[config.mk]
export PLATFORM = sky130hd
export DESIGN_NAME = adv_manufacturer_field_extract_unit
export DESIGN_NICKNAME = d
export VERILOG_FILES = /design/src/rtl/amfe_pkg.sv /design/src/rtl/amfe_parse.sv /design/src/rtl/adv_manufacturer_field_extract_unit.sv
export SDC_FILE = /design/constraint.sdc
export NUM_CORES = 1
export LEC_CHECK = 0
export ABC_AREA = 1
export BUFFER_PORTS_ARGS = -buffer_cell sky130_fd_sc_hd__buf_2
export CAP_MARGIN = 0
export CORE_MARGIN = 2
export CORE_UTILIZATION = 55
export DETAILED_ROUTE_END_ITERATION = 6
export PLACE_DENSITY = 0.75
export SLEW_MARGIN = 25
export SYNTH_ARGS = -nofsm -noshare
export SYNTH_HDL_FRONTEND = slang
export SYNTH_SLANG_ARGS = --single-unit
[constraint.sdc]
create_clock -name clk -period 10.1 [get_ports clk]
set_clock_uncertainty 0.15 [all_clocks]
set_input_delay 0.505 -clock clk [delete_from_list [all_inputs] [get_ports clk]]
set_output_delay 0.505 -clock clk [all_outputs]
set_load 0.01 [all_outputs]
[src/rtl/amfe_pkg.sv]
package amfe_pkg;

  localparam int unsigned ADDR_W = 48;
  localparam int unsigned BYTE_W = 8;

  // Bytes of one report that are parsed; later bytes only close the report.
  localparam logic [BYTE_W-1:0] MAX_REPORT_BYTES = 8'd255;

  localparam int unsigned OUTQ_DEPTH = 4;
  localparam int unsigned OUTQ_PTR_W = $clog2(OUTQ_DEPTH);
  localparam int unsigned OUTQ_CNT_W = $clog2(OUTQ_DEPTH + 1);

  typedef enum logic [1:0] {
    PH_LEN     = 2'd0,
    PH_TYPE    = 2'd1,
    PH_PAYLOAD = 2'd2,
    PH_SKIP    = 2'd3
  } phase_t;

  typedef enum logic [1:0] {
    KIND_COMPANY_LO = 2'd0,
    KIND_COMPANY_HI = 2'd1,
    KIND_DATA       = 2'd2,
    KIND_STATUS     = 2'd3
  } kind_t;

  typedef enum logic [1:0] {
    STAT_FOUND     = 2'd0,
    STAT_NOT_FOUND = 2'd1,
    STAT_BAD_LEN   = 2'd2
  } status_t;

  typedef enum logic [1:0] {
    REG_MATCH_ADDR  = 2'd0,
    REG_WANTED_TYPE = 2'd1,
    REG_MIN_PAYLOAD = 2'd2
  } reg_index_t;

  // Results produced by one parsed byte: an optional payload byte, then
  // an optional report status.
  typedef struct packed {
    logic              pay_valid;
    kind_t             pay_kind;
    logic [BYTE_W-1:0] pay_byte;
    logic              stat_valid;
    status_t           status;
  } res_t;

  typedef struct packed {
    kind_t             kind;
    logic [BYTE_W-1:0] data;
    logic [1:0]        status;
    logic              eor;
  } outq_ent_t;

endpackage

[src/rtl/amfe_parse.sv]
module amfe_parse (
  input  logic                       clk,
  input  logic                       rst,
  input  logic                       accept,
  input  logic [amfe_pkg::ADDR_W-1:0] sender_addr,
  input  logic [amfe_pkg::BYTE_W-1:0] data_byte,
  input  logic                       first_byte,
  input  logic                       last_byte,
  input  logic [amfe_pkg::ADDR_W-1:0] match_addr,
  input  logic [amfe_pkg::BYTE_W-1:0] wanted_type,
  input  logic [amfe_pkg::BYTE_W-1:0] min_payload,
  output amfe_pkg::res_t             res
);

  amfe_pkg::phase_t            phase, phase_next;
  logic [amfe_pkg::BYTE_W-1:0] remaining, remaining_next;
  logic [1:0]                  position, position_next;
  logic                        matched, matched_next;
  logic                        found, found_next;
  logic                        bad, bad_next;
  logic [amfe_pkg::BYTE_W-1:0] seen, seen_next;

  always_comb begin
    phase_next     = phase;
    remaining_next = remaining;
    position_next  = position;
    matched_next   = matched;
    found_next     = found;
    bad_next       = bad;
    seen_next      = seen;
    res            = '0;

    // A first byte restarts the parse, even inside a report.
    if (first_byte) begin
      phase_next     = amfe_pkg::PH_LEN;
      remaining_next = '0;
      position_next  = '0;
      found_next     = 1'b0;
      bad_next       = 1'b0;
      seen_next      = '0;
      matched_next   = (sender_addr == match_addr);
    end

    if (matched_next) begin
      if (seen_next < amfe_pkg::MAX_REPORT_BYTES) begin
        seen_next = seen_next + 8'd1;
        unique case (phase_next)
          amfe_pkg::PH_LEN: begin
            // An empty structure is skipped: stay on a length byte.
            if (!found_next && data_byte != '0) begin
              remaining_next = data_byte - 8'd1;
              phase_next     = amfe_pkg::PH_TYPE;
            end
          end
          amfe_pkg::PH_TYPE: begin
            if (data_byte == wanted_type) begin
              found_next    = 1'b1;
              position_next = '0;
              if (remaining_next < min_payload) begin
                bad_next   = 1'b1;
                phase_next = amfe_pkg::PH_SKIP;
              end else if (remaining_next == '0) begin
                phase_next = amfe_pkg::PH_SKIP;
              end else begin
                phase_next = amfe_pkg::PH_PAYLOAD;
              end
            end else begin
              phase_next = (remaining_next == '0) ? amfe_pkg::PH_LEN : amfe_pkg::PH_SKIP;
            end
          end
          amfe_pkg::PH_PAYLOAD: begin
            res.pay_valid = 1'b1;
            res.pay_byte  = data_byte;
            unique case (position_next)
              2'd0:    res.pay_kind = amfe_pkg::KIND_COMPANY_LO;
              2'd1:    res.pay_kind = amfe_pkg::KIND_COMPANY_HI;
              default: res.pay_kind = amfe_pkg::KIND_DATA;
            endcase
            if (position_next != 2'd2) begin
              position_next = position_next + 2'd1;
            end
            remaining_next = remaining_next - 8'd1;
            if (remaining_next == '0) begin
              phase_next = amfe_pkg::PH_SKIP;
            end
          end
          amfe_pkg::PH_SKIP: begin
            // Once the wanted field is met, the rest of the report is ignored.
            if (!found_next) begin
              if (remaining_next != '0) begin
                remaining_next = remaining_next - 8'd1;
              end
              if (remaining_next == '0) begin
                phase_next = amfe_pkg::PH_LEN;
              end
            end
          end
          default: phase_next = amfe_pkg::PH_LEN;
        endcase
      end

      if (last_byte) begin
        if (found_next && phase_next == amfe_pkg::PH_PAYLOAD) begin
          bad_next = 1'b1;
        end
        res.stat_valid = 1'b1;
        priority if (bad_next) begin
          res.status = amfe_pkg::STAT_BAD_LEN;
        end else if (found_next) begin
          res.status = amfe_pkg::STAT_FOUND;
        end else begin
          res.status = amfe_pkg::STAT_NOT_FOUND;
        end
        matched_next   = 1'b0;
        phase_next     = amfe_pkg::PH_LEN;
        remaining_next = '0;
        position_next  = '0;
        found_next     = 1'b0;
        bad_next       = 1'b0;
        seen_next      = '0;
      end
    end
  end

  always_ff @(posedge clk) begin
    if (rst) begin
      phase     <= amfe_pkg::PH_LEN;
      remaining <= '0;
      position  <= '0;
      matched   <= 1'b0;
      found     <= 1'b0;
      bad       <= 1'b0;
      seen      <= '0;
    end else if (accept) begin
      phase     <= phase_next;
      remaining <= remaining_next;
      position  <= position_next;
      matched   <= matched_next;
      found     <= found_next;
      bad       <= bad_next;
      seen      <= seen_next;
    end
  end

  property p_found_clears_on_close;
    @(posedge clk) disable iff (rst)
      (accept && res.stat_valid) |=> (!found && !matched);
  endproperty
  a_found_clears_on_close: assert property (p_found_clears_on_close)
    else $error("parse state not cleared after report status");

  property p_payload_needs_found;
    @(posedge clk) disable iff (rst)
      (phase == amfe_pkg::PH_PAYLOAD) |-> (found && remaining != '0);
  endproperty
  a_payload_needs_found: assert property (p_payload_needs_found)
    else $error("payload phase without a found field");

  property p_no_result_unmatched;
    @(posedge clk) disable iff (rst)
      (!first_byte && !matched) |-> (!res.pay_valid && !res.stat_valid);
  endproperty
  a_no_result_unmatched: assert property (p_no_result_unmatched)
    else $error("result from an unmatched report");

endmodule

[src/rtl/adv_manufacturer_field_extract_unit.sv]
// The results of an input transfer are registered into the result queue and offered in order.
// Throughput: one byte per cycle while two queue entries are free; a byte yields at most two
// results, which leave one per cycle while m_axis_tready is high, through a four-entry result queue.
// Reset (rst, synchronous, active high) empties the queue, clears the parse state and
// loads the registers with address 0, wanted type 0xFF and minimum payload 3.
module adv_manufacturer_field_extract_unit (
  input  logic        clk,
  input  logic        rst,
  input  logic        s_axis_tvalid,
  output logic        s_axis_tready,
  input  logic [55:0] s_axis_tdata,   // [47:0] sender address, [55:48] data_byte
  input  logic        s_axis_tlast,   // last_byte
  input  logic        s_axis_tuser,   // first_byte
  output logic        m_axis_tvalid,
  input  logic        m_axis_tready,
  output logic [15:0] m_axis_tdata,   // [7:0] out_byte, [9:8] report_status, [15:10] zero
  output logic        m_axis_tlast,   // end_of_run
  output logic [1:0]  m_axis_tuser,   // out_kind
  input  logic        cfg_valid,
  output logic        cfg_ready,
  input  logic [1:0]  cfg_index,
  input  logic [47:0] cfg_data
);

  logic [amfe_pkg::ADDR_W-1:0] match_addr;
  logic [amfe_pkg::BYTE_W-1:0] wanted_type;
  logic [amfe_pkg::BYTE_W-1:0] min_payload;

  logic                          in_accept;
  logic                          out_accept;
  amfe_pkg::res_t                res;
  amfe_pkg::outq_ent_t           outq [amfe_pkg::OUTQ_DEPTH];
  amfe_pkg::outq_ent_t           head;
  amfe_pkg::outq_ent_t           pay_ent, stat_ent;
  logic [amfe_pkg::OUTQ_PTR_W-1:0] wr_ptr, rd_ptr, stat_ptr;
  logic [amfe_pkg::OUTQ_CNT_W-1:0] count, count_next;
  logic [amfe_pkg::OUTQ_CNT_W-1:0] push_cnt;
  logic                          do_pay, do_stat;

  assign cfg_ready = 1'b1;

  always_ff @(posedge clk) begin
    if (rst) begin
      match_addr  <= '0;
      wanted_type <= 8'hFF;
      min_payload <= 8'd3;
    end else if (cfg_valid && cfg_ready) begin
      unique case (cfg_index)
        amfe_pkg::REG_MATCH_ADDR:  match_addr  <= cfg_data;
        amfe_pkg::REG_WANTED_TYPE: wanted_type <= cfg_data[amfe_pkg::BYTE_W-1:0];
        amfe_pkg::REG_MIN_PAYLOAD: min_payload <= cfg_data[amfe_pkg::BYTE_W-1:0];
        default: ;
      endcase
    end
  end

  // Room for the two results a byte can cause must be free before it is taken.
  assign s_axis_tready = (count <= amfe_pkg::OUTQ_CNT_W'(amfe_pkg::OUTQ_DEPTH - 2));
  assign in_accept     = s_axis_tvalid && s_axis_tready;

  amfe_parse u_parse (
    .clk         (clk),
    .rst         (rst),
    .accept      (in_accept),
    .sender_addr (s_axis_tdata[47:0]),
    .data_byte   (s_axis_tdata[55:48]),
    .first_byte  (s_axis_tuser),
    .last_byte   (s_axis_tlast),
    .match_addr  (match_addr),
    .wanted_type (wanted_type),
    .min_payload (min_payload),
    .res         (res)
  );

  assign do_pay   = in_accept && res.pay_valid;
  assign do_stat  = in_accept && res.stat_valid;
  assign push_cnt = amfe_pkg::OUTQ_CNT_W'(do_pay) + amfe_pkg::OUTQ_CNT_W'(do_stat);
  assign stat_ptr = wr_ptr + amfe_pkg::OUTQ_PTR_W'(do_pay);

  assign head          = outq[rd_ptr];
  assign m_axis_tvalid = (count != '0);
  assign out_accept    = m_axis_tvalid && m_axis_tready;
  assign m_axis_tdata  = {6'd0, head.status, head.data};
  assign m_axis_tlast  = head.eor;
  assign m_axis_tuser  = head.kind;

  always_comb begin
    pay_ent        = '0;
    pay_ent.kind   = res.pay_kind;
    pay_ent.data   = res.pay_byte;
    stat_ent       = '0;
    stat_ent.kind  = amfe_pkg::KIND_STATUS;
    stat_ent.status = res.status;
    stat_ent.eor   = 1'b1;
    count_next     = count + push_cnt - amfe_pkg::OUTQ_CNT_W'(out_accept);
  end

  always_ff @(posedge clk) begin
    if (do_pay) begin
      outq[wr_ptr] <= pay_ent;
    end
    if (do_stat) begin
      outq[stat_ptr] <= stat_ent;
    end
  end

  always_ff @(posedge clk) begin
    if (rst) begin
      wr_ptr <= '0;
      rd_ptr <= '0;
      count  <= '0;
    end else begin
      wr_ptr <= wr_ptr + push_cnt[amfe_pkg::OUTQ_PTR_W-1:0];
      if (out_accept) begin
        rd_ptr <= rd_ptr + amfe_pkg::OUTQ_PTR_W'(1);
      end
      count <= count_next;
    end
  end

  property p_count_bound;
    @(posedge clk) disable iff (rst)
      count <= amfe_pkg::OUTQ_CNT_W'(amfe_pkg::OUTQ_DEPTH);
  endproperty
  a_count_bound: assert property (p_count_bound)
    else $error("result queue overflow");

  property p_count_tracks;
    @(posedge clk) disable iff (rst)
      !$past(rst) |-> count == $past(count) + $past(push_cnt)
                               - amfe_pkg::OUTQ_CNT_W'($past(out_accept));
  endproperty
  a_count_tracks: assert property (p_count_tracks)
    else $error("result queue count lost a transfer");

  property p_status_closes;
    @(posedge clk) disable iff (rst)
      m_axis_tvalid |-> (m_axis_tlast == (m_axis_tuser == amfe_pkg::KIND_STATUS));
  endproperty
  a_status_closes: assert property (p_status_closes)
    else $error("end of run not on a status result");

  property p_status_code;
    @(posedge clk) disable iff (rst)
      m_axis_tvalid |-> m_axis_tdata[9:8] != 2'd3;
  endproperty
  a_status_code: assert property (p_status_code)
    else $error("undefined report status");

endmodule
==> Word-level counts from Yosys, hierarchy flattened <==
Memory sizes are Yosys's and may differ from the RTL's. A register that Yosys moved wholly into a read port is not among the register bits.
Cells that the tools add are included.
{ "totals": {"register_bits": 94, "latch_bits": 0, "mem_bits_rw": 52, "mem_bits_ro": 0, "out_inout_bits": 22, "elab_cells": 126, "memories": 1} }
{ "mem_list": {"columns": ["name", "words", "width", "rd", "rd_ports_with_merged_regs", "write_ports", "line", "rtl"], "rows": [
  ["outq", 4, 13, 1, 1, 2, "adv_manufacturer_field_extract_unit.sv:32", "amfe_pkg::outq_ent_t outq [amfe_pkg::OUTQ_DEPTH];"]
]} }
{ "classes": {"addsub": 10, "multipliers": 0, "div": 0, "n_lt_le_gt_ge": 3, "n_eq_ne": 10, "n_shift": 0, "n_mux": 70, "bitwise_logic": 0, "n_reduce_logical": 19} }
{ "op_table": {"columns": ["operator", "count"], "rows": [
  ["$mux 8", 15],
  ["$eq 48x48->1", 1],
  ["$mux 2", 21],
  ["$mux 1", 26],
  ["$logic_not 8->1", 3],
  ["$pmux 8 s3", 1],
  ["$mux 11", 2],
  ["$reduce_bool 8->1", 2],
  ["$sub 8x1->8 const B", 2],
  ["$mux 14", 1],
  ["$add 8x1->8 const B", 1],
  ["$eq 2x2->1 const B", 4],
  ["$eq 8x8->1", 1],
  ["$lt 8x8->1", 1],
  ["$lt 8x8->1 const B", 1],
  ["$pmux 2 s2", 2],
  ["$pmux 2 s4", 1],
  ["$eq 2x1->1 const B", 3],
  ["$logic_and 1x1->1", 6],
  ["$logic_not 2->1", 3],
  ["$reduce_and 2->1", 3],
  ["$add 2x1->2 const B", 2],
  ["$add 3x2->3", 1],
  ["$le 3x2->1 const B", 1],
  ["other kinds (8)", 8]
]} }

==> Logic depth before layout (Yosys ltp) <==
{ "depth": {"word_depth": 25, "mapped_depth": 23, "mapped_depth_nobuf": 22} }

==> Cells and area by module <==
From an unflattened synthesis, not the netlist that was laid out.
{ "unflattened": {"cells_unflattened": 1317, "hier_area_um2": 8800.9} }
{ "modules_own_cells": {"columns": ["module", "instances", "cells_each", "area_each_um2"], "rows": [
  ["adv_manufacturer_field_extract_unit", 1, 699, 5286.3],
  ["amfe_parse", 1, 618, 3514.6]
]} }

==> Worst setup path before layout <==
OpenSTA, ideal clock, no wires.
{ "synth_timing": {"path_kind": "input -> register", "start": "input port s_axis_tuser", "end": "register count[2] (netlist bit)", "setup_time_ns": 0.128, "arrival_time_ns": 3.669, "required_ns": 9.822, "slack_ns": 6.153, "stages": 23, "n_path_buf": 5, "cell_sequence": "buf_4 inv_2 buf_6 buf_2 nand2_1 inv_1 ha_1 clkbuf_1 inv_1 nor2_2 nand2_4 nor2_8 buf_4 ha_1 inv_1 ha_1 inv_1 ha_1 inv_1 fa_1 xor2_1 inv_1 nor2_1"} }
{ "synth_via": {"elab_chain_cells": 9, "elab_cells_between_ends": 13} }
{ "synth_lines": {"columns": ["item", "line", "rtl"], "rows": [
  ["start, declared", "adv_manufacturer_field_extract_unit.sv:13", "input logic s_axis_tuser,"],
  ["branches (longest 4 deep; another with $lt 8x8->1)", null, null],
  ["$mux 14 (*)", "amfe_parse.sv:44", "if (matched_next) begin"],
  ["$logic_and 1x1->1", "adv_manufacturer_field_extract_unit.sv:75", "assign do_pay = in_accept && res.pay_valid;"],
  ["$add 1x1->2 (*)", "adv_manufacturer_field_extract_unit.sv:77", "assign push_cnt = amfe_pkg::OUTQ_CNT_W'(do_pay) + amfe_pkg::OUTQ_CNT_W'(do_stat);"],
  ["$add 3x2->3 (*)", "adv_manufacturer_field_extract_unit.sv:95", "count_next = count + push_cnt - amfe_pkg::OUTQ_CNT_W'(out_accept);"],
  ["$sub 3x1->3 (*)", "adv_manufacturer_field_extract_unit.sv:95", null],
  ["end signal, assigned", "adv_manufacturer_field_extract_unit.sv:117", "count <= count_next;"],
  ["end signal, assigned", "adv_manufacturer_field_extract_unit.sv:123", "count <= amfe_pkg::OUTQ_CNT_W'(amfe_pkg::OUTQ_DEPTH);"],
  ["end, declared", "adv_manufacturer_field_extract_unit.sv:36", "logic [amfe_pkg::OUTQ_CNT_W-1:0] count, count_next;"]
]} }
Mark *: on every way between the ends.
A chain may end at the register's enable or synchronous reset.

==> Worst setup path in the final report <==
Ends and elaborated chain as after synthesis.

==> key figures <==
Status
  • Status: complete, no violations

Worst setup path
  • Reg2reg setup slack: 5.99 ns
  • CP Launch Type: primary input
  • Crit Path Max Fanout: 36
  • Worst setup EP type: register
  • CP arrival: 4.30 ns
  • Critical path class: primary input to register
  • FF-to-FF path depth: 22
  • R2r startpoint: match_addr[5]
  • R2r endpoint: count[2]
  • CP required: 10.26 ns

CTS
  • Post-CTS setup buffers: 0
  • Clk sinks: ~150
  • Post-CTS resize count: 0
  • Maximum clock path buffer count: 2
  • CTS tree: done
  • CTS buffer count: 17
  • Clock tree root buffer cell: clkbuf_16
  • CTS Hold Bufs: 0
  • H-tree levels: 4
  • Clock latency on the worst-skew pair: approximately 0.43 ns
  • Clk pin slew, worst setup/hold paths: 0.06 ns

GRT
  • GRT Resource Usage Total: 27.9%
  • First-pass GRT wire length: 37,100 um
  • Vias in the first global route: 7,603
  • Pin count of the biggest net entering global routing: 81
  • GRT overflow: 0
  • Initial antenna violation count: 0

Die
  • I/O pins: 135
  • Starting density of the core: between 50 and 60%
  • Std cell rows: 45
  • Die Wd: 129 um
  • Die Area: 16,700 um^2
  • Core area: around 15,000 um^2
  • Die Y-Extent: roughly 130 um

Final layout
  • Layout cell share with drive strength beyond 1: 16.2%
  • Storage cell area: between 3000 and 4000 um^2
  • Diode count: 0
  • Net count, final: 1,509
  • FILL cells: 1,434
  • Final core occ: 64.7%
  • Area Growth Syn to Fin: 14.5%
  • Multi-input gate area: about 4800 um^2

Power and ir drop
  • Combinational power share: about 23%
  • Clock Power Share: 38.3%
  • Sequential share of power: 38.5%
  • Cell Int Power: 0.00113 W
  • Pwr Density: about 170 nW/um^2
  • Max IR drop VDD: roughly 140 uV
  • Leakage power: 4.71 nW
  • Psw: 0.000548 W
  • Switching share of power: around a third

Run
  • Max cap viols: 0

Drt
  • Wirelength, routed: 22,900 um
  • Via density: 5.35
  • DR vias: 8,538
  • ANT nets after route: 0
  • Initial DRC count: 845
  • DRC viols: 0
  • Per-cell routed wire length: 14.4 um
  • First-pass DRT Iterations: 5

Placement
  • Placer Congestion: 0.953
  • Detail Placement HPWL: around 16,000 um
  • Port Buffers: 127

Logic synthesis
  • FF+latch count, synth: approximately 150
  • Mapped Cells: roughly 1.3k
  • Yosys cell types: 41
  • Yosys warns: 0
  • Syn_area_per_cell: 6.74 um^2
  • Synthesized area: roughly 8600 um^2
  • Sequential share of the synthesized area: 35.3%

Timing
  • Worst slew pin tran: a little under 0.9 ns
  • RSZ-0062 raised after global routing: false
  • Period utilisation layout: 41.0%
  • Max frequency: 242 MHz
  • Final setup viols: 0
  • Final hold violation count: 0
  • Hold slack: approximately 0.14 ns
  • Setup TNS: 0 ns
  • Slew margin rel.: between 30% and 40%
  • Tmin final: 4.14 ns
  • Pins Over Slew Limit: 0

Min path
  • Worst Hold End: match_addr[29]
  • Hold path cells: 3
  • Hold path start: cfg_data[29]
  • Hold Path Class: primary input to register
-- critical path, stage by stage --
cell and delay, ns:
buf_2 0.17, inv_2 0.33, nand2_1 0.20, inv_1 0.17, ha_1 0.40, inv_1 0.17, nor2_2 0.22, nand2_4 0.22
nor2_8 0.43, ha_1 0.33, inv_1 0.06, ha_1 0.21, inv_1 0.06, ha_1 0.12, inv_1 0.05, fa_1 0.37
xor2_1 0.17, inv_1 0.07, nor2_1 0.04
-- worst max-delay path by stage --
stage,cells after the start,start,to,slack [ns]
floorplan,23,s_axis_tuser,count[2],6.15
finish,19,s_axis_tuser,count[2],5.96
CTS,22,match_addr[5],count[2],6.03
detailed placement,19,s_axis_tuser,count[2],5.59
global placement,19,s_axis_tuser,count[2],5.74
global route,19,s_axis_tuser,count[2],5.68
-- kinds of logic after synthesis --
| logic type | count (synthesis) | share of synthesized area [%] |
|---|---|---|
| fa+ha+maj | 25 | 3.71 |
| flops | 148 | 35.3 |
| other cells | 2 | 0.0871 |
| simple gates | 586 | 30.3 |
| buf+inv | 209 | 9.91 |
| xor+xnor | 30 | 3.05 |
| compound gates | 280 | 17.6 |
-- final cells by class --
cell class | instances | area share [%]
well taps | 211 | 2.67
flip-flops and latches | 148 | 30.8
multi-input cells | 928 | 48.1
repair buffers | 131 | 6.74
clock inverters | 12 | 1.39
clock buffers | 20 | 4.73
inverters | 145 | 5.53
-- metrics by stage --
step	cells	total power [W]	instance area (um^2)	worst slack (ns)
after detailed placement	1563	0.00104	9270	5.59
after CTS	1595	0.00167	9870	6.03
after floorplan	1285	0.000918	8640	6.15
after global placement	1563	0.00103	9270	5.74
after global routing	1595	0.00176	9870	5.68
final	1595	0.00167	9870	5.96
-- state kept, by name (all words and copies together), names as in the netlist, named ones only --
signal             flops
rd_ptr                 2
u_parse.found          1
match_addr            48
count                  3
u_parse.bad            1
wr_ptr                 2
min_payload            8
u_parse.phase          2
u_parse.seen           8
wanted_type            8
u_parse.matched        1
u_parse.remaining      8
u_parse.position       2
outq                  52
-- Yosys cell counts --
cell type	n	area share, %
nand2_2	3	0.22
o31ai_1	2	0.17
a21oi_1	81	4.7
o21bai_1	1	0.087
buf_2	11	0.64
nand3_2	4	0.46
inv_1	140	6.1
nor2_8	2	0.46
nand3b_1	3	0.26
nor2_2	5	0.36
o21ai_1	5	0.29
edfxtp_1	8	2.8
nor4_2	1	0.15
nor2_1	161	7.0
conb_1	2	0.087
o211ai_1	7	0.61
nand4_1	18	1.3
buf_4	11	0.96
nor3_1	13	0.75
o22ai_1	17	1.2
nand2_4	3	0.39
clkbuf_1	40	1.7
clkinv_1	1	0.043
o2111ai_1	1	0.10
a31oi_1	15	1.1
inv_2	4	0.17
dfxtp_1	140	32
buf_6	2	0.26
a21boi_1	16	1.4
nor2_4	8	1.0
xnor2_1	9	0.91
or2_2	26	1.9
xor2_1	21	2.1
o21ai_0	132	7.7
fa_1	1	0.23
ha_1	24	3.5
a21oi_2	1	0.10
o21a_1	2	0.17
nand4_2	1	0.15
nand2_1	256	11
nand3_1	82	4.8
-- power groups by stage --
stage	clock (W)	combinational, W	sequential (W)
3_3_place_gp	0	0.000376	0.000657
3_5_place_dp	0	0.000382	0.000658
4_1_cts	0.000645	0.000384	0.000645
6_report	0.000641	0.000388	0.000645
2_1_floorplan	0	0.000269	0.000649
5_1_grt	0.000673	0.000436	0.000649
-- routing by layer --
layer  up-vias  routed length [um]  global-route usage (%)
met5         -                   0                       0
met4         0                 360                    8.76
met3        29                1340                    5.74
met2       267               10200                    42.8
met1      3898               11000                    39.5
li1       4344                   -                       -
-- layout by cell type, fill, tap and decap left out, types with 7 or more instances in the layout --
cell type  instances
o21ai_0          132
o211ai_1           7
nor2_4             8
nor2_1           161
xor2_1            21
nand3_1           82
buf_2            127
a21oi_1           81
xnor2_1            9
a21boi_1          16
inv_1            138
dfxtp_1          140
or2_2             26
clkbuf_16         17
ha_1              24
edfxtp_1           8
nand4_1           18
conb_1             7
nor3_1            12
nand2_1          256
o22ai_1           17
a31oi_1           15
Note: power is estimated with default switching activity, not from simulation.
